[config.mk]
export PLATFORM = sky130hd
export DESIGN_NAME = srlb_text_ram
export DESIGN_NICKNAME = d
export VERILOG_FILES = /design/src/sv/srlb_pkg.sv /design/src/sv/srlb_text_ram.sv
export SDC_FILE = /design/constraint.sdc
export NUM_CORES = 2
export LEC_CHECK = 0
export BUFFER_PORTS_ARGS = -buffer_cell sky130_fd_sc_hd__buf_4
export CORE_ASPECT_RATIO = 0.8
export CORE_MARGIN = 8
export CORE_UTILIZATION = 30
export DETAILED_ROUTE_END_ITERATION = 12
export HOLD_SLACK_MARGIN = 0.08
export PLACE_DENSITY = 0.56
export SYNTH_ARGS = -nofsm -noshare
export SYNTH_HDL_FRONTEND = slang
export SYNTH_SLANG_ARGS = --single-unit
[constraint.sdc]
create_clock -name clk -period 2.1 [get_ports clk]
set_input_delay 0 -clock clk [delete_from_list [all_inputs] [get_ports clk]]
set_output_delay 0 -clock clk [all_outputs]
set_load 0.03 [all_outputs]
[src/sv/srlb_pkg.sv]
// shared widths, defaults and operation codes of the ring log buffer
package srlb_pkg;

  localparam int SLOTS_DEF   = 16;
  localparam int MSG_MAX_DEF = 32;

  localparam int SEQ_W  = 32;
  localparam int SEV_W  = 3;
  localparam int BYTE_W = 8;
  localparam int LEN_W  = 6;

  localparam logic OP_APPEND = 1'b0;
  localparam logic OP_DRAIN  = 1'b1;

endpackage

[src/sv/srlb_text_ram.sv]
// message text store, one write and one registered read port
module srlb_text_ram #(
  parameter int DEPTH = 512,
  parameter int AW    = 9
) (
  input  logic                        clk,
  input  logic                        we,
  input  logic [AW-1:0]               waddr,
  input  logic [srlb_pkg::BYTE_W-1:0] wdata,
  input  logic                        re,
  input  logic [AW-1:0]               raddr,
  output logic [srlb_pkg::BYTE_W-1:0] rdata
);

  logic [srlb_pkg::BYTE_W-1:0] mem [DEPTH];
  logic [srlb_pkg::BYTE_W-1:0] rdata_r;

  always_ff @(posedge clk) begin
    if (we) begin
      mem[waddr] <= wdata;
    end
    if (re) begin
      rdata_r <= mem[raddr];
    end
  end

  assign rdata = rdata_r;

endmodule

# --- After elaboration in Yosys (flattened, before gate mapping) ---
# Memory sizes are Yosys's and may differ from the RTL's. A register that Yosys moved wholly into a read port is not among the register bits.
# Cells that the tools add are included.
classes:
  n_mux: 2
  shifts: 0
  n_lt_le_gt_ge: 0
  div: 0
  n_reduce_logical: 0
  eq_ne: 0
  n_addsub: 0
  multipliers: 0
  bitwise: 0
op_table:
  columns: ["cell", "count"]
  rows:
  - ["$mux 1", 2]
totals:
  output_inout_bits: 8
  ramBits: 4096
  regBits: 0
  wordCells: 3
  input_bits: 29
  latch_bits: 0
  mem_bits_ro: 0
  n_memories: 1
mem_list:
  columns: ["memory", "depth", "word_bits", "rd", "rd_clocked_by_memory_dff", "write_ports", "line", "source"]
  rows:
  - ["mem", 512, 8, 1, 1, 1, "srlb_text_ram.sv:15", "logic [srlb_pkg::BYTE_W-1:0] mem [DEPTH];"]

# --- Longest topological paths before layout ---
depth:
  word_depth: 2
  depth_mapped: 12
  ltp_nobuf: 7

# --- Worst setup path after synthesis ---
# OpenSTA, ideal clock, no wires.
synth_path:
  kind: "input to register"
  startpoint: "in raddr[0]"
  endpoint: "reg rdata_r (netlist bit rdata[0]) (read register of mem), data pin"
  required_time_ns: 1.843
  setup_slack_ns: -0.011
  setup_time_ns: 0.257
  arrival_ns: 1.854
  n_path_buf: 4
  cell_stages: 10
  cell_sequence: "buf_4 -> buf_12 -> buf_12 -> buf_2 -> mux4_2 -> o21ai_0 -> nand3_1 -> nand4_1 -> o21ai_0 -> o2111a_1"
synth_lines:
  columns: ["element", "line", "source"]
  rows:
  - ["start: declaration", "srlb_text_ram.sv:11", "input logic [AW-1:0] raddr,"]
  - ["end: declaration", "srlb_text_ram.sv:16", "logic [srlb_pkg::BYTE_W-1:0] rdata_r;"]

==> results.txt <==
----------------------------------------------------
[Logic synthesis]
  Average instance area after synthesis ... 19.9 µm²
  Cell area after synthesis ... roughly 0.16 mm²
  Cells after Synth ... 8030
  Post-synth EDFFs ... 4104
  Proportion of synthesized chip area in sequential cells ... 0.770
  Net Count, Synth ... approximately 8100
  Yosys cell types ... 50
  Main synth FF type ... edfxtp_1
  Register bit total from synthesis ... 4104
  Count of synthesis-stage warnings from yosys ... 0
  Async set-or-reset flop fraction in the synthesized netlist ... 0

[Timing]
  Portion of the clock cycle consumed by the worst path in the final layout ... 1.25
  Number of failing hold endpoints at the final stage ... 0
  # setup viols final ... 8
  Setup slack of the critical path after layout ... -0.516 ns
  Max-slew violations ... 0
  Worst Hold Margin ... 0.166 ns
  Actual transition at the worst max-transition pin ... 1.05 ns
  Setup repair after global routing missed its margin ... true
  Clock skew ... 0.0724 ns
  Fmax ... roughly 380 MHz
  Relative slew margins ... 0.294
  Minimum clock period ... between 2 and 3 ns

[Cells and area]
  Final #Nets ... about 9600
  Signed area change from the synthesized netlist to the final layout ... 22.2%
  Non-filler instance count after layout ... 17000
  Ratio of cells with drive above 1 in the final layout ... 0.307
  Fill cells ... 48700

[CTS]
  Maximum number of buffers from clock root to sink ... 4
  Clock transition at path regs ... about 0.070 ns
  Clock buffer count from CTS ... roughly 400
  CTS tree ... yes
  Number of sinks handled by clock tree synthesis ... 4104
  Root cell of the clock tree ... clkbuf_16
  Total number of H-tree levels ... 5
  Worst-skew pair later-pin latency ... 1.01 ns

[Routing]
  1st-pass router iterations ... 7
  DRC violation count after routing ... 0
  DRT Wirelength ... roughly 460000 µm
  Vias/cell ... roughly 5
  Total number of vias ... 87200
  Count of antenna-violating nets left after detailed routing ... 0
  Detail-routed net length per standard cell ... 27.1 µm
  Initial DRC Count ... 11100

[Place]
  Cell Count Post-Placement ... between 15000 and 20000
  Post-detailed-placement half-perimeter wirelength ... roughly 300000 µm
  Buffers on Ports ... 36
  Placer's final routability congestion estimate ... 0.883

[Die]
  X dimension of the die ... 833 µm
  Die height ... 669 µm
  Number of primary I/O pins ... 37
  Die outline area ... about 0.56 mm²
  Core Region ... roughly 0.53 mm²
  Starting utilization of the core area ... 0.300
  Number of core rows ... 240

[Hold path]
  Hold depth ... 3
  Worst hold start ... wdata[5]
  Path type of the worst min-delay path ... in -> reg

[Global routing]
  Maximum number of pins on one net before global-route repair ... 116
  Antenna violations before repair ... 34
  Via count of the first global-routing pass ... 87100
  Tot GR Track Use ... 0.160
  Total grt overflow ... 0
  Global-route wire length before repair ... 651000 µm

[Setup path]
  Path type of the worst setup path ... in -> reg
  Crit path required time ... a little under 3 ns
  Startpoint of the worst register-to-register path ... mem[379][5]$_DFFE_PP_
  Crit. End Element ... flop
  Launching element of the worst setup path ... raddr[3]
  Worst-path fanout max ... 8
  Worst EP arrival ... 3.48 ns
  Worst Setup Start Kind ... input pin
  Worst reg-to-reg path cell count ... 9

[Flow run]
  Max Cap Violations ... 0

[Pwr]
  IR Drop Worst-Case VDD ... 0.792 mV
  Total leakage power ... 0.0641 µW
  P per Cell Area ... ~890 mW/mm²

[Status]
  Run status ... complete, but fails checks
  Violated checks ... setup timing

----------------------------------------------------
[routing by layer]
| metal | share of wire | vias to the layer above | track usage |
|---|---|---|---|
| met1 | 0.43 | 46200 | 0.233 |
| met5 | 0.000022 | - | 0 |
| met4 | 0.023 | 2 | 0.0358 |
| met2 | 0.45 | 3920 | 0.248 |
| met3 | 0.090 | 601 | 0.0301 |
| li1 | - | 36500 | - |
[flip-flops by register name, indices dropped and copies added, names as in the netlist]
signal and cells:
rdata 8, mem 4096
[what timing repair did]
item                                    4_1_cts  5_1_grt
endpoints found under the setup margin        8       19
gates cloned                                  0        1
hold buffers                                 39        0
gates resized for setup                     170       78
buffers inserted                              2        3
pin swaps                                    48       49
endpoints found under the hold margin      5897        0
[path summary, 6_finish.rpt]
kind | to | slack, ns
min | mem[173][5]$_DFFE_PP_ | 0.17
max | rdata[5]$_DFFE_PP_ | -0.52
min reg2reg | rdata[2]$_DFFE_PP_ | 1.30
max reg2reg | rdata[5]$_DFFE_PP_ | -0.46
[worst max-delay path, cell delays in order]
cell and delay, ns:
buf_4 0.14, dlygate4sd3_1 0.64, buf_4 0.21, nor2b_1 0.13
buf_4 0.15, nand2_1 0.12, buf_12 0.17, buf_4 0.23
nor3_1 0.10, buf_4 0.14, nor3_1 0.32, nand3_1 0.41
o21ai_2 0.36, buf_12 0.15, o2111a_1 0.17
[cell type report]
type / instances / area, µm² / area share
Antenna cell: 12 / 30.0 / 0.000154
Clock buffer: 470 / 10300 / 0.0526
Clock inverter: 266 / 3070 / 0.0157
Inverter: 3 / 18.8 / 0.0000960
Multi-Input combinational cell: 3410 / 35200 / 0.180
Sequential cell: 4104 / 123000 / 0.630
Tap cell: 7139 / 8930 / 0.0457
Timing Repair Buffer: 1627 / 14800 / 0.0756
[cell usage in the layout, fill, tap and decap left out, types with 69 or more instances in the layout]
master,instances
clkbuf_16,402
nand2_1,92
clkbuf_1,69
mux2i_1,789
nor3_1,100
o21ai_0,96
edfxtp_1,4104
buf_12,187
a21oi_1,167
buf_4,1384
o221ai_1,313
mux4_2,654
nor2_1,591
o22ai_1,148
clkinv_1,96
clkinv_2,69
[stage by stage]
| stage | worst slack [ns] | setup TNS (ns) | cell area [µm²] | util | power (µW) |
|---|---|---|---|---|---|
| 2_1_floorplan | 0.0189 | 0 | 160000 | - | 96300 |
| 3_3_place_gp | -1.72 | -17.62 | 181000 | 0.339 | 102000 |
| 3_5_place_dp | -1.69 | -19.59 | 181000 | 0.339 | 102000 |
| 4_1_cts | -0.473 | -2.61 | 195000 | 0.366 | 175000 |
| 5_1_grt | -0.499 | -3.00 | 196000 | 0.367 | 179000 |
| 6_report | -0.516 | -2.69 | 196000 | 0.367 | 174000 |
[synthesized netlist by cell type, types with 70 or more instances]
cell type  count  area [µm²]
edfxtp_1    4104      123000
o221ai_1     371        3250
nand2_1      111         417
buf_4         70         526
nor3_1       109         546
mux4_2       654       14700
mux2i_1      797        7980
o21ai_0      118         591
nor2_1       597        2240
clkbuf_1     265         995
o22ai_1      163        1020
a21oi_1      194         971
[where the power goes]
part	switching, µW	internal [µW]	leakage (µW)
logic	6370	3850	0.0207
clock network	31700	41800	0.00648
registers	55.9	90200	0.0369
total	38100	136000	0.0641
[cell families after synthesis]
logic type      share of synthesized area
compound gates                     0.0431
mux                                 0.142
flops                               0.770
buf+inv                            0.0185
simple gates                       0.0263
Note: power is estimated with default switching activity, not from simulation.
