`src/sv/srlb_pkg.sv`:
```
// shared widths, defaults and operation codes of the ring log buffer
package srlb_pkg;

  localparam int SLOTS_DEF   = 16;
  localparam int MSG_MAX_DEF = 32;

  localparam int SEQ_W  = 32;
  localparam int SEV_W  = 3;
  localparam int BYTE_W = 8;
  localparam int LEN_W  = 6;

  localparam logic OP_APPEND = 1'b0;
  localparam logic OP_DRAIN  = 1'b1;

endpackage

```
`src/sv/srlb_meta_ram.sv`:
```
// per-slot tag, severity and length store with tag valid bits
module srlb_meta_ram #(
  parameter int SLOTS = srlb_pkg::SLOTS_DEF,
  parameter int LW    = 6
) (
  input  logic                           clk,
  input  logic                           rst_n,
  input  logic                           clr_en,
  input  logic                           wr_en,
  input  logic [$clog2(SLOTS)-1:0]       wr_slot,
  input  logic [srlb_pkg::SEQ_W-1:0]     wr_tag,
  input  logic [srlb_pkg::SEV_W-1:0]     wr_sev,
  input  logic [LW-1:0]                  wr_len,
  input  logic                           rd_en,
  input  logic [$clog2(SLOTS)-1:0]       rd_slot,
  output logic                           rd_valid,
  output logic [srlb_pkg::SEQ_W-1:0]     rd_tag,
  output logic [srlb_pkg::SEV_W-1:0]     rd_sev,
  output logic [LW-1:0]                  rd_len
);

  localparam int DW = srlb_pkg::SEQ_W + srlb_pkg::SEV_W + LW;

  logic [DW-1:0]    mem [SLOTS];
  logic [SLOTS-1:0] valid_r;
  logic [DW-1:0]    rd_word_r;
  logic             rd_valid_r;

  always_ff @(posedge clk) begin
    if (wr_en) begin
      mem[wr_slot] <= {wr_tag, wr_sev, wr_len};
    end
    if (rd_en) begin
      rd_word_r <= mem[rd_slot];
    end
  end

  always_ff @(posedge clk) begin
    if (!rst_n) begin
      valid_r    <= '0;
      rd_valid_r <= 1'b0;
    end else begin
      if (wr_en) begin
        valid_r[wr_slot] <= 1'b1;
      end else if (clr_en) begin
        valid_r[wr_slot] <= 1'b0;
      end
      if (rd_en) begin
        rd_valid_r <= valid_r[rd_slot];
      end
    end
  end

  assign rd_valid = rd_valid_r;
  assign rd_tag   = rd_word_r[DW-1 -: srlb_pkg::SEQ_W];
  assign rd_sev   = rd_word_r[LW +: srlb_pkg::SEV_W];
  assign rd_len   = rd_word_r[LW-1:0];

endmodule

```
`config.mk`:
```
export PLATFORM = sky130hd
export DESIGN_NAME = srlb_meta_ram
export DESIGN_NICKNAME = d
export VERILOG_FILES = /design/src/sv/srlb_pkg.sv /design/src/sv/srlb_meta_ram.sv
export SDC_FILE = /design/constraint.sdc
export NUM_CORES = 1
export LEC_CHECK = 0
export BUFFER_PORTS_ARGS = -buffer_cell sky130_fd_sc_hd__buf_2
export CAP_MARGIN = 20
export CORE_UTILIZATION = 35
export CTS_CLUSTER_DIAMETER = 30
export DETAILED_ROUTE_END_ITERATION = 8
export PLACE_DENSITY_LB_ADDON = 0.1
export SYNTH_ARGS = -nofsm -noshare
export SYNTH_HDL_FRONTEND = slang
export SYNTH_SLANG_ARGS = --single-unit
```
`constraint.sdc`:
```
create_clock -name clk -period 7.6 [get_ports clk]
set_clock_uncertainty 0.15 [all_clocks]
set_input_delay 1.52 -clock clk [delete_from_list [all_inputs] [get_ports clk]]
set_output_delay 1.52 -clock clk [all_outputs]
set_load 0.005 [all_outputs]
```
-- Word level (Yosys, flattened, before mapping)
Memory sizes are Yosys's and may differ from the RTL's. A register that Yosys moved wholly into a read port is not among the register bits.
Cells that the tools add are included.
- register bits after elaboration: 17
- RAM bits: 656
- ROM bits: 0
- bits in latches: 0
- bits of input ports: 54
- memories kept: 1
- word-level logic and storage cells: 19
- memories (name ; depth ; width ; read ports ; clocked after Yosys merged registers in ; wr ports ; line ; text):
    mem ; 16 ; 41 ; 1 ; 1 ; 1 ; srlb_meta_ram.sv:24 ; logic [DW-1:0] mem [SLOTS];
- divide/modulo/power cells: 0
- shifts and indexed selects: 0
- order comparisons: 3
- bitwise logic cells: 3
- equality and inequality tests: 0
- add/sub/neg operators: 0
- multiplexer cells: 8
- multiply operators: 0
- reductions and logical operators: 2
- operators by type and width (kind ; count):
    $mux W16 ; 2
    $and A16 B16 Y16 ; 1
    $not A16 Y16 ; 1
    $or A16 B16 Y16 ; 1
    $lt A4 B5 Y1 const B ; 2
    $bmux W1 S4 ; 1
    $demux W1 S4 ; 1
    $ge A4 B1 Y1 const B ; 1
    $mux W1 ; 4
    $reduce_bool A2 Y1 ; 1
    $logic_and A1 B1 Y1 ; 1

-- Depth between registers and ports, before layout
Gate-level depths: netlist (run 1).
- depth after elaboration: 8
- mapped depth: 7

-- Least setup slack after synthesis (run 1)
Ideal clock, no wire load.
- path kind: input to register
- start: input wr_slot[2]
- end: memory mem[0][0] (netlist bit) (enable)
- arrival: 3.795 ns
- buffers on the path: 0
- stages on the path: 2
- path slack: 3.214 ns
- cells stage by stage: or3b_2 nor2_1
- RTL lines (element ; line ; text):
    from (decl) ; srlb_meta_ram.sv:10 ; input logic [$clog2(SLOTS)-1:0] wr_slot,
    to (decl) ; srlb_meta_ram.sv:24 ;
Straight into the memory's write port.

==> results.py, run 1 <==
metrics = {
    "place": {
        "finalWeightedCongestion": 0.666,
        "dp.cells": 2144,
        "dp.final_hpwl_um": 30700,
        "count_of_port_buffers_added_during_placement": 95,
        "post_dp_cell_area_mm2": 0.0286,
        "pre_cts_ws_ns": 3.05,
    },
    "cells_and_area": {
        "postLayoutCellArea_mm2": 0.0335,
        "final_nets": 1320,
        "drive_above_1_share_pct": 38.2,
        "area_delta_synth_final_pct": 24.7,
        "finish.cell_count_without_fillers": 2411,
        "n_antenna_cell": 0,
        "final_core_util_pct": 44.2,
    },
    "grt": {
        "grt_remaining_overflow": 0,
        "first_pass_grt_wire_length_um": 94300,
        "grtUsageTotal_pct": 17.2,
        "grt_max_degree": 88,
        "grt_antenna_before_repair": 6,
        "vias_in_the_first_global_route": 13296,
    },
    "yosys": {
        "synth_seq_area_share_pct": 79.1,
        "synthesis.yosys.warnings": 0,
        "synth.top_cells.by_count": "sky130_fd_sc_hd__edfxtp_1 (697), sky130_fd_sc_hd__mux4_2 (181), sky130_fd_sc_hd__o21a_1 (32)",
        "ys_dominant_reg_cell": "sky130_fd_sc_hd__edfxtp_1",
        "synth.area.top_cells": "sky130_fd_sc_hd__edfxtp_1 (78%), sky130_fd_sc_hd__mux4_2 (15%), sky130_fd_sc_hd__mux4_1 (2.5%), sky130_fd_sc_hd__dfxtp_1 (1.3%), sky130_fd_sc_hd__o21a_1 (0.89%)",
        "synth.avg_cell_area_um2": 25.6,
        "synth_enable_flop_cells": 697,
        "synth_top_cell_by_area": "sky130_fd_sc_hd__edfxtp_1",
        "yosys.cell_types.count": 23,
        "synthMostInstantiatedCell": "sky130_fd_sc_hd__edfxtp_1",
        "synth.ff_latch_count": 714,
        "mappedNetlistNets": 1103,
        "synth_area_mm2": 0.0269,
        "synthesis.instances": 1049,
        "synthArstFlopShare_pct": 0,
        "netlist.area_leader.share_pct": 77.8,
    },
    "worst_setup_path": {
        "setup.worst_path.end": "rd_word_r[36]",
        "critical_path_required_ns": 7.86,
        "setup.worst_path.end_class": "register",
        "worst_path_max_fanout": 78,
        "r2r_start": "mem[13][19]",
        "crit-reg2reg-capture": "rd_word_r[19]",
        "timing.critical_path.from": "rd_slot[0]",
        "reg2reg_depth": 2,
        "timing.setup.critical_path_class": "primary input to register",
        "critPathArrivalTime_ns": 3.97,
        "regToRegSetupSlack_ns": 5.78,
        "setup.worst_path.start_class": "primary input",
    },
    "drt": {
        "drt-pass1-iter-count": 5,
        "route.detailed.wl_per_inst_um": 27.1,
        "drt-total-wl_um": 65300,
        "first_iter_violations": 909,
        "avgViaCountPerCell": 5.04,
        "total_via_count_after_detailed_routing": 12146,
        "route.detailed.drc": 0,
        "antenna_left": 0,
    },
    "clock_network": {
        "hold_bufs_inserted_after_cts": 0,
        "clock_sink_count": 714,
        "clock_path_buffers": 3,
        "h_tree_depth": 4,
        "ctsRootBufferMaster": "sky130_fd_sc_hd__clkbuf_16",
        "cts_tree": "yes",
        "cts-resized-gates": 0,
        "cts_setup_buffers": 0,
        "cts_inserted_buffers": 150,
        "insertion_delay_ns": 0.69,
        "clkTransAtPathRegs_ns": 0.04,
    },
    "run": {
        "timing.max_cap.violations": 0,
    },
    "floorplan": {
        "floorplan.core_area_mm2": 0.0759,
        "die_span_y_um": 279,
        "top_level_port_count": 96,
        "placement_rows": 101,
        "die_width_um": 279,
        "initial_standard_cell_utilization_of_the_core_pct": 35.4,
        "floorplan.die_area_mm2": 0.0780,
    },
    "sta": {
        "timing.final.crit_share_pct": 48.8,
        "final_critical_path_setup_slack_ns": 3.89,
        "hold_viol_final": 0,
        "rsz0062_at_grt": "no",
        "setup_total_negative_slack_ns": 0,
        "top_achievable_clock_speed_ghz": 0.270,
        "timing_max_transition_violations_final": 0,
        "timing_worst_slew_pin_value_ns": 1.05,
        "finish_stage_setup_viols": 0,
        "timing.max_slew.rel_slack_pct": 29.8,
        "period_minus_slack_ns": 3.71,
    },
    "pwr": {
        "worst_ir_drop_vdd_v": 0.000155,
        "power.static_leakage_nw": 10.9,
        "power-per-cell-area_mw_per_mm2": 332,
    },
    "outcome": {
        "result_of_the_run": "finished, final reports clean",
    },
    "min_path": {
        "holdCritPathClass": "register to register",
    },
}
where the power goes:
part,internal (mW),switching (mW)
combinational,0.168,0.214
clock,4.33,1.96
sequential,4.44,0.0269
registers in the layout, summed over array words and instances (netlist names), named ones only:
name,flops
mem,656
rd_valid,1
rd_word_r,41
cell families (layout without fill, tap and decap cells):
kind of cell / Yosys count / after routing / share of synthesized area, %
DFF: 714 / 714 / 79.1
muxes: 211 / 211 / 17.8
buffers and inverters: 54 / 386 / 1.45
AOI/OAI and AO/OA: 36 / 36 / 1.02
and+or+nand+nor: 34 / 34 / 0.633
worst min-delay path by stage:
stage	depth (start not counted)	start	slack, ns	to
after floorplan	2	rd_valid	0.35	rd_valid
after detailed placement	2	register	0.40	register
after global routing	2	register	0.44	register
after global placement	2	register	0.39	register
after CTS	2	register	0.41	register
final	2	rd_valid	0.40	rd_valid
layout by cell type, fill, tap and decap left out, types with 6 or more instances in the layout:
cell / instances
sky130_fd_sc_hd__buf_2: 91
sky130_fd_sc_hd__buf_4: 23
sky130_fd_sc_hd__bufinv_16: 20
sky130_fd_sc_hd__clkbuf_1: 30
sky130_fd_sc_hd__clkbuf_16: 154
sky130_fd_sc_hd__clkinv_1: 27
sky130_fd_sc_hd__clkinv_2: 15
sky130_fd_sc_hd__clkinv_4: 6
sky130_fd_sc_hd__clkinvlp_4: 11
sky130_fd_sc_hd__dfxtp_1: 17
sky130_fd_sc_hd__edfxtp_1: 697
sky130_fd_sc_hd__mux4_1: 26
sky130_fd_sc_hd__mux4_2: 181
sky130_fd_sc_hd__nor2_4: 16
sky130_fd_sc_hd__o21a_1: 32
cell type report:
class	instances	area [µm²]
clock buffer	184	3970
fill	6419	42400
clock inverter	83	955
tap	1030	1290
timing repair buffer	118	694
inverter	1	3.75
sequential	714	21300
multi-input combinational	281	5360
through the flow:
step                total power, mW  hold WS [ns]
CTS                            11.3         0.411
finish                         11.1         0.396
global placement               4.93         0.387
global route                   11.5         0.438
detailed placement             4.93         0.402
floorplan                      4.76         0.354
per-layer routing:
metal / up-vias / wire length (µm) / GRT usage, %
met5: - / 43 / 0
met4: 8 / 1230 / 5.49
met3: 116 / 3090 / 4.22
met2: 317 / 31500 / 27.1
met1: 6611 / 29500 / 23.7
li1: 5094 / - / -
critical path, stage by stage:
cell and delay, ns:
sky130_fd_sc_hd__buf_8 0.65, sky130_fd_sc_hd__buf_12 0.52, sky130_fd_sc_hd__mux4_1 0.62, sky130_fd_sc_hd__mux4_2 0.47
Power figures use the tool's default switching activity.
==> run 2, diff against run 1 <==
==> constraint.sdc (replaced) <==
create_clock -name clk -period 3.3 [get_ports clk]
set_clock_uncertainty 0.15 [all_clocks]
set_input_delay 0.66 -clock clk [delete_from_list [all_inputs] [get_ports clk]]
set_output_delay 0.66 -clock clk [all_outputs]
set_load 0.005 [all_outputs]
==> run 2 against run 1 <==
  * Via count up 1.0%
  * First-iteration DRC count fell by 14%
  * Clock-buffer cell count fell by 2
  * Die area did not move
  * Design area is 1.8% higher
  * Setup slack lost 2.7 ns
  * Cell count increased by 1.4%
  * Register-to-register slack got worse by 4.3 ns
  * Sequential share of layout area fell by 1.1 points
  * Critical endpoint is now rd_tag[22]
==> results.py, run 2 (synthesized netlist as in run 1, its figures left out) <==
metrics = {
    "drt": {
        "first_iter_violations": 781,
        "drt-pass1-iter-count": 5,
        "route.detailed.drc": 0,
        "avgViaCountPerCell": 5.02,
        "drt-total-wl_um": 64300,
        "antenna_left": 0,
        "route.detailed.wl_per_inst_um": 26.3,
        "total_via_count_after_detailed_routing": 12270,
    },
    "cells_and_area": {
        "n_antenna_cell": 0,
        "layout.cells.most_common": "sky130_fd_sc_hd__edfxtp_1",
        "max_flop_register": "mem",
        "final_core_util_pct": 44.9,
        "final_cell_mix": "sky130_fd_sc_hd__edfxtp_1 (697), sky130_fd_sc_hd__mux4_2 (181), sky130_fd_sc_hd__clkbuf_16 (155)",
        "area_delta_synth_final_pct": 26.9,
        "largest_reg_flops": 656,
        "filler_cells_inserted": 6377,
        "drive_above_1_share_pct": 40.5,
        "final_nets": 1343,
    },
    "pwr": {
        "power.total_mw": 25.9,
        "power-per-cell-area_mw_per_mm2": 758,
        "power.static_leakage_nw": 11.2,
        "worst_ir_drop_vdd_v": 0.000429,
    },
    "grt": {
        "grt_max_degree": 62,
        "grt_antenna_before_repair": 4,
        "grt_remaining_overflow": 0,
        "vias_in_the_first_global_route": 13636,
        "gr-usage-met1_pct": 23.0,
        "met2_usage_pct": 27.0,
        "grtUsageTotal_pct": 17.1,
        "gr-usage-met3_pct": 4.66,
        "grt.busiest_layer": "met2",
        "first_pass_grt_wire_length_um": 94000,
    },
    "worst_setup_path": {
        "critPathArrivalTime_ns": 1.29,
        "setup.worst_path.end_class": "primary output",
        "path_cells": "buf_2",
        "critical_path.max_stage_delay_ns": 0.43,
        "reg2reg_depth": 2,
        "r2r_start": "mem[13][1]",
        "critical-path-slowest-cell": "sky130_fd_sc_hd__edfxtp_1",
        "regToRegSetupSlack_ns": 1.51,
        "top_cell_family_by_delay_on_the_critical_path": "flip-flops",
        "critical_path_buf_inv_count": 1,
        "crit-reg2reg-capture": "rd_word_r[1]",
        "worst_path_max_fanout": 1,
        "critical_path_required_ns": 2.49,
        "timing.setup.critical_path_class": "register to primary output",
        "setup.worst_path.start_class": "register",
    },
    "place": {
        "finalWeightedCongestion": 0.701,
        "dp.final_hpwl_um": 31600,
        "count_of_port_buffers_added_during_placement": 95,
        "pre_cts_ws_ns": 0.471,
    },
    "sta": {
        "timing_max_transition_violations_final": 0,
        "timing_worst_slew_pin_value_ns": 0.645,
        "timing.final.crit_share_pct": 63.6,
        "final_critical_path_setup_slack_ns": 1.20,
        "top_achievable_clock_speed_ghz": 0.476,
        "hold_viol_final": 0,
        "whs_ns": 0.181,
        "period_minus_slack_ns": 2.10,
        "timing.max_slew.rel_slack_pct": 57.0,
        "rsz0062_at_grt": "no",
        "finish_stage_setup_viols": 0,
    },
    "floorplan": {
        "floorplan.core_area_mm2": 0.0759,
        "placement_rows": 101,
        "die_span_y_um": 279,
        "floorplan.die_area_mm2": 0.0780,
        "initial_standard_cell_utilization_of_the_core_pct": 35.4,
        "top_level_port_count": 96,
        "die_width_um": 279,
    },
    "clock_network": {
        "cts-resized-gates": 0,
        "clock_path_buffers": 3,
        "ctsRootBufferMaster": "sky130_fd_sc_hd__clkbuf_16",
        "insertion_delay_ns": 0.70,
        "h_tree_depth": 4,
        "cts_inserted_buffers": 153,
        "cts_setup_buffers": 0,
        "cts_tree": "yes",
        "clock_sink_count": 714,
        "hold_bufs_inserted_after_cts": 0,
        "clkTransAtPathRegs_ns": 0.04,
    },
    "min_path": {
        "hold-path-endpoint": "mem[2][8]",
        "holdCritPathClass": "primary input to register",
        "min_delay_path_depth": 1,
        "timing.hold.worst.start": "wr_sev[2]",
    },
    "outcome": {
        "result_of_the_run": "finished, final reports clean",
    },
    "run": {
        "timing.max_cap.violations": 0,
    },
}
-- run 2: where the power goes --
part / switching, mW / total, mW / leakage [nW] / internal [mW]
combinational: 0.506 / 0.927 / 2.28 / 0.421
clock: 4.81 / 14.7 / 2.44 / 9.85
sequential: 0.0578 / 10.3 / 6.47 / 10.2
-- run 2: layout make-up --
cell class	count	area [µm²]	area share [%]
clock buffers	182	3980	11.7
clock inverters	98	1070	3.12
inverters	1	3.75	0.0110
repair buffers	138	1160	3.39
well taps	1030	1290	3.78
flip-flops and latches	714	21300	62.3
multi-input cells	281	5360	15.7
-- run 2: per-layer routing --
| layer | wire (µm) | up-vias |
|---|---|---|
| met3 | 3340 | 103 |
| met2 | 31100 | 284 |
| li1 | - | 5161 |
| met4 | 1090 | 6 |
| met5 | 34 | - |
| met1 | 28800 | 6716 |
-- run 2: worst max path at each step --
stage,startpoint,endpoint,slack (ns),cells after the start
final,rd_word_r[31],rd_tag[22],1.20,1
after CTS,rd_word_r[31],rd_tag[22],1.13,1
after global routing,rd_word_r[10],rd_tag[1],1.13,1
after global placement,rd_slot[0],rd_word_r[2],0.49,4
after floorplan,wr_slot[2],mem[0][0],-0.23,2
after detailed placement,rd_slot[0],rd_word_r[9],0.47,4
-- run 2: stage by stage --
| step | cells | setup TNS (ns) | area, µm² |
|---|---|---|---|
| detailed placement | 2164 | 0 | 29100 |
| finish | 2444 | 0 | 34100 |
| CTS | 2444 | 0 | 34100 |
| global placement | 2164 | 0 | 29100 |
| floorplan | 1049 | -37.60 | 26900 |
| global route | 2444 | 0 | 34100 |
==> run 3, diff against run 2 <==
==> constraint.sdc (replaced) <==
create_clock -name clk -period 1.85 [get_ports clk]
set_clock_uncertainty 0.15 [all_clocks]
set_input_delay 0.37 -clock clk [delete_from_list [all_inputs] [get_ports clk]]
set_output_delay 0.37 -clock clk [all_outputs]
set_load 0.005 [all_outputs]
==> run 3 against run 2 <==
  * The run now ends with setup timing left
  * Worst hold slack got worse by 0.10 ns
  * Design area increased by 4.3%
  * Combinational power increased by 110%
  * Cell count increased by 5.1%
  * Die area unchanged
  * Global-route usage increased by 0.44 points
  * Clock power increased by 74%
  * Critical path type unchanged
  * Largest cell class unchanged
  * Highest routed layer unchanged
==> results.py, run 3 (synthesized netlist as in run 1, its figures left out) <==
metrics = {
    "outcome": {
        "result_of_the_run": "finished, violations left",
        "failing_checks": "setup timing",
    },
    "grt": {
        "first_pass_grt_wire_length_um": 96500,
        "grtUsageTotal_pct": 17.5,
        "grt_antenna_before_repair": 6,
        "grt_max_degree": 32,
        "vias_in_the_first_global_route": 14029,
        "grt_remaining_overflow": 0,
    },
    "clock_network": {
        "cts_setup_buffers": 0,
        "ctsRootBufferMaster": "sky130_fd_sc_hd__clkbuf_16",
        "cts_tree": "yes",
        "insertion_delay_ns": 0.71,
        "clock_path_buffers": 3,
        "clkTransAtPathRegs_ns": 0.04,
        "h_tree_depth": 4,
        "cts-resized-gates": 0,
        "cts_inserted_buffers": 149,
        "clock_sink_count": 714,
    },
    "pwr": {
        "power.static_leakage_nw": 11.8,
        "intPower_mw": 36.1,
        "clock_power_share_pct": 55.8,
        "power.total_mw": 45.9,
        "power-per-cell-area_mw_per_mm2": 1290,
        "p_seq_share_pct": 40.0,
        "worst_ir_drop_vdd_v": 0.000907,
        "power_switching_share_pct": 21.3,
        "comb_power_share_pct": 4.3,
        "power_switching_mw": 9.79,
    },
    "floorplan": {
        "floorplan.die_area_mm2": 0.0780,
        "floorplan.core_area_mm2": 0.0759,
        "top_level_port_count": 96,
        "placement_rows": 101,
        "die_width_um": 279,
        "die_span_y_um": 279,
        "initial_standard_cell_utilization_of_the_core_pct": 35.4,
    },
    "worst_setup_path": {
        "r2r_start": "mem[14][26]",
        "worst_path_max_fanout": 1,
        "critical-path-slowest-cell": "sky130_fd_sc_hd__edfxtp_1",
        "critPathArrivalTime_ns": 1.36,
        "reg2reg_depth": 2,
        "critical_path_buf_inv_count": 1,
        "path_cells": "buf_2",
        "top_cell_family_by_delay_on_the_critical_path": "flip-flops",
        "setup.worst_path.start_class": "register",
        "setup.worst_path.end_class": "primary output",
        "regToRegSetupSlack_ns": 0.06,
        "timing.setup.critical_path_class": "register to primary output",
        "critical_path_required_ns": 1.33,
        "crit-reg2reg-capture": "rd_word_r[26]",
        "critical_path.max_stage_delay_ns": 0.47,
    },
    "sta": {
        "final_critical_path_setup_slack_ns": -0.0297,
        "hold_viol_final": 0,
        "timing.max_slew.rel_slack_pct": 76.1,
        "timing_worst_slew_pin_value_ns": 0.359,
        "timing_max_transition_violations_final": 0,
        "top_achievable_clock_speed_ghz": 0.532,
        "rsz0062_at_grt": "yes",
        "timing.final.crit_share_pct": 102,
        "whs_ns": 0.0793,
        "period_minus_slack_ns": 1.88,
        "finish_stage_setup_viols": 3,
    },
    "drt": {
        "first_iter_violations": 810,
        "drt-pass1-iter-count": 4,
        "route.detailed.wl_per_inst_um": 25.7,
        "route.detailed.drc": 0,
        "total_via_count_after_detailed_routing": 12671,
        "avgViaCountPerCell": 4.93,
        "drt-total-wl_um": 66000,
        "antenna_left": 0,
    },
    "cells_and_area": {
        "largest_reg_flops": 656,
        "max_flop_register": "mem",
        "filler_cells_inserted": 6303,
        "drive_above_1_share_pct": 43.8,
        "final_cell_mix": "sky130_fd_sc_hd__edfxtp_1 (697), sky130_fd_sc_hd__mux4_2 (201), sky130_fd_sc_hd__clkbuf_16 (151)",
        "layout.cells.most_common": "sky130_fd_sc_hd__edfxtp_1",
        "final_nets": 1473,
        "area_delta_synth_final_pct": 32.4,
        "n_antenna_cell": 0,
    },
    "min_path": {
        "timing.hold.worst.start": "clr_en",
        "min_delay_path_depth": 4,
        "holdCritPathClass": "primary input to register",
    },
    "place": {
        "dp.final_hpwl_um": 38100,
        "count_of_port_buffers_added_during_placement": 95,
        "finalWeightedCongestion": 0.689,
    },
    "run": {
        "timing.max_cap.violations": 0,
    },
}
-- run 3: changes by cell type in the layout (fill, tap and decap cells not counted), moves of 6 or more --
| cell | before | now |
|---|---|---|
| sky130_fd_sc_hd__buf_12 | 27 | 66 |
| sky130_fd_sc_hd__buf_4 | 18 | 70 |
| sky130_fd_sc_hd__clkinv_1 | 18 | 28 |
| sky130_fd_sc_hd__clkinv_16 | 0 | 6 |
| sky130_fd_sc_hd__clkinv_2 | 28 | 16 |
| sky130_fd_sc_hd__dlygate4sd3_1 | 0 | 43 |
| sky130_fd_sc_hd__mux4_1 | 26 | 6 |
| sky130_fd_sc_hd__mux4_2 | 181 | 201 |
-- run 3: layout make-up --
class                           instances  area (µm²)  area share [%]
Multi-Input combinational cell        281        5320            14.9
Inverter                                1        3.75          0.0105
Clock inverter                         96        1090            3.07
Clock buffer                          174        3870            10.9
Tap cell                             1030        1290            3.62
Timing Repair Buffer                  272        2760            7.75
Sequential cell                       714       21300            59.7
-- run 3: worst max-delay path by stage --
| stage | from | to | slack [ns] | cells past startpoint |
|---|---|---|---|---|
| finish | rd_word_r[2] | rd_len[2] | -0.03 | 1 |
| global route | rd_word_r[2] | rd_len[2] | -0.10 | 1 |
| CTS | rd_word_r[2] | rd_len[2] | -0.09 | 1 |
| detailed placement | rd_slot[0] | rd_word_r[9] | -0.49 | 5 |
| global placement | rd_slot[0] | rd_word_r[31] | -0.51 | 5 |
| floorplan | rd_slot[0] | rd_word_r[0] | -0.28 | 5 |
-- run 3: per-stage QoR --
stage	instances	cell area (µm²)	setup slack, ns	setup TNS, ns	util [%]
floorplan	1049	27000	-0.278	-97.59	-
finish	2568	35600	-0.0297	-0.0416	46.9
detailed placement	2255	30200	-0.493	-54.27	39.8
CTS	2568	35600	-0.0914	-0.405	46.9
global placement	2255	30200	-0.505	-49.29	39.8
global route	2568	35600	-0.103	-0.364	46.9
-- run 3: what timing repair did --
action | 4_1_cts | 5_1_grt
setup endpoints to repair | 14 | 9
hold buffers | 43 | 0
endpoints found under the hold margin | 678 | 0
-- run 3: metal layers --
layer | GRT usage (%) | part of all wire, %
met5 | 0 | 0.073
met4 | 5.85 | 2.0
met3 | 4.09 | 4.5
met2 | 28.2 | 49
met1 | 23.4 | 44
-- run 3: power groups by stage --
stage | clock network [mW] | registers [mW] | logic (mW)
after floorplan | 0 | 18.6 | 0.989
after global placement | 0 | 18.6 | 1.91
after detailed placement | 0 | 18.6 | 1.93
after CTS | 26.1 | 18.4 | 2.01
after global routing | 26.9 | 18.4 | 2.10
final | 25.6 | 18.3 | 1.95
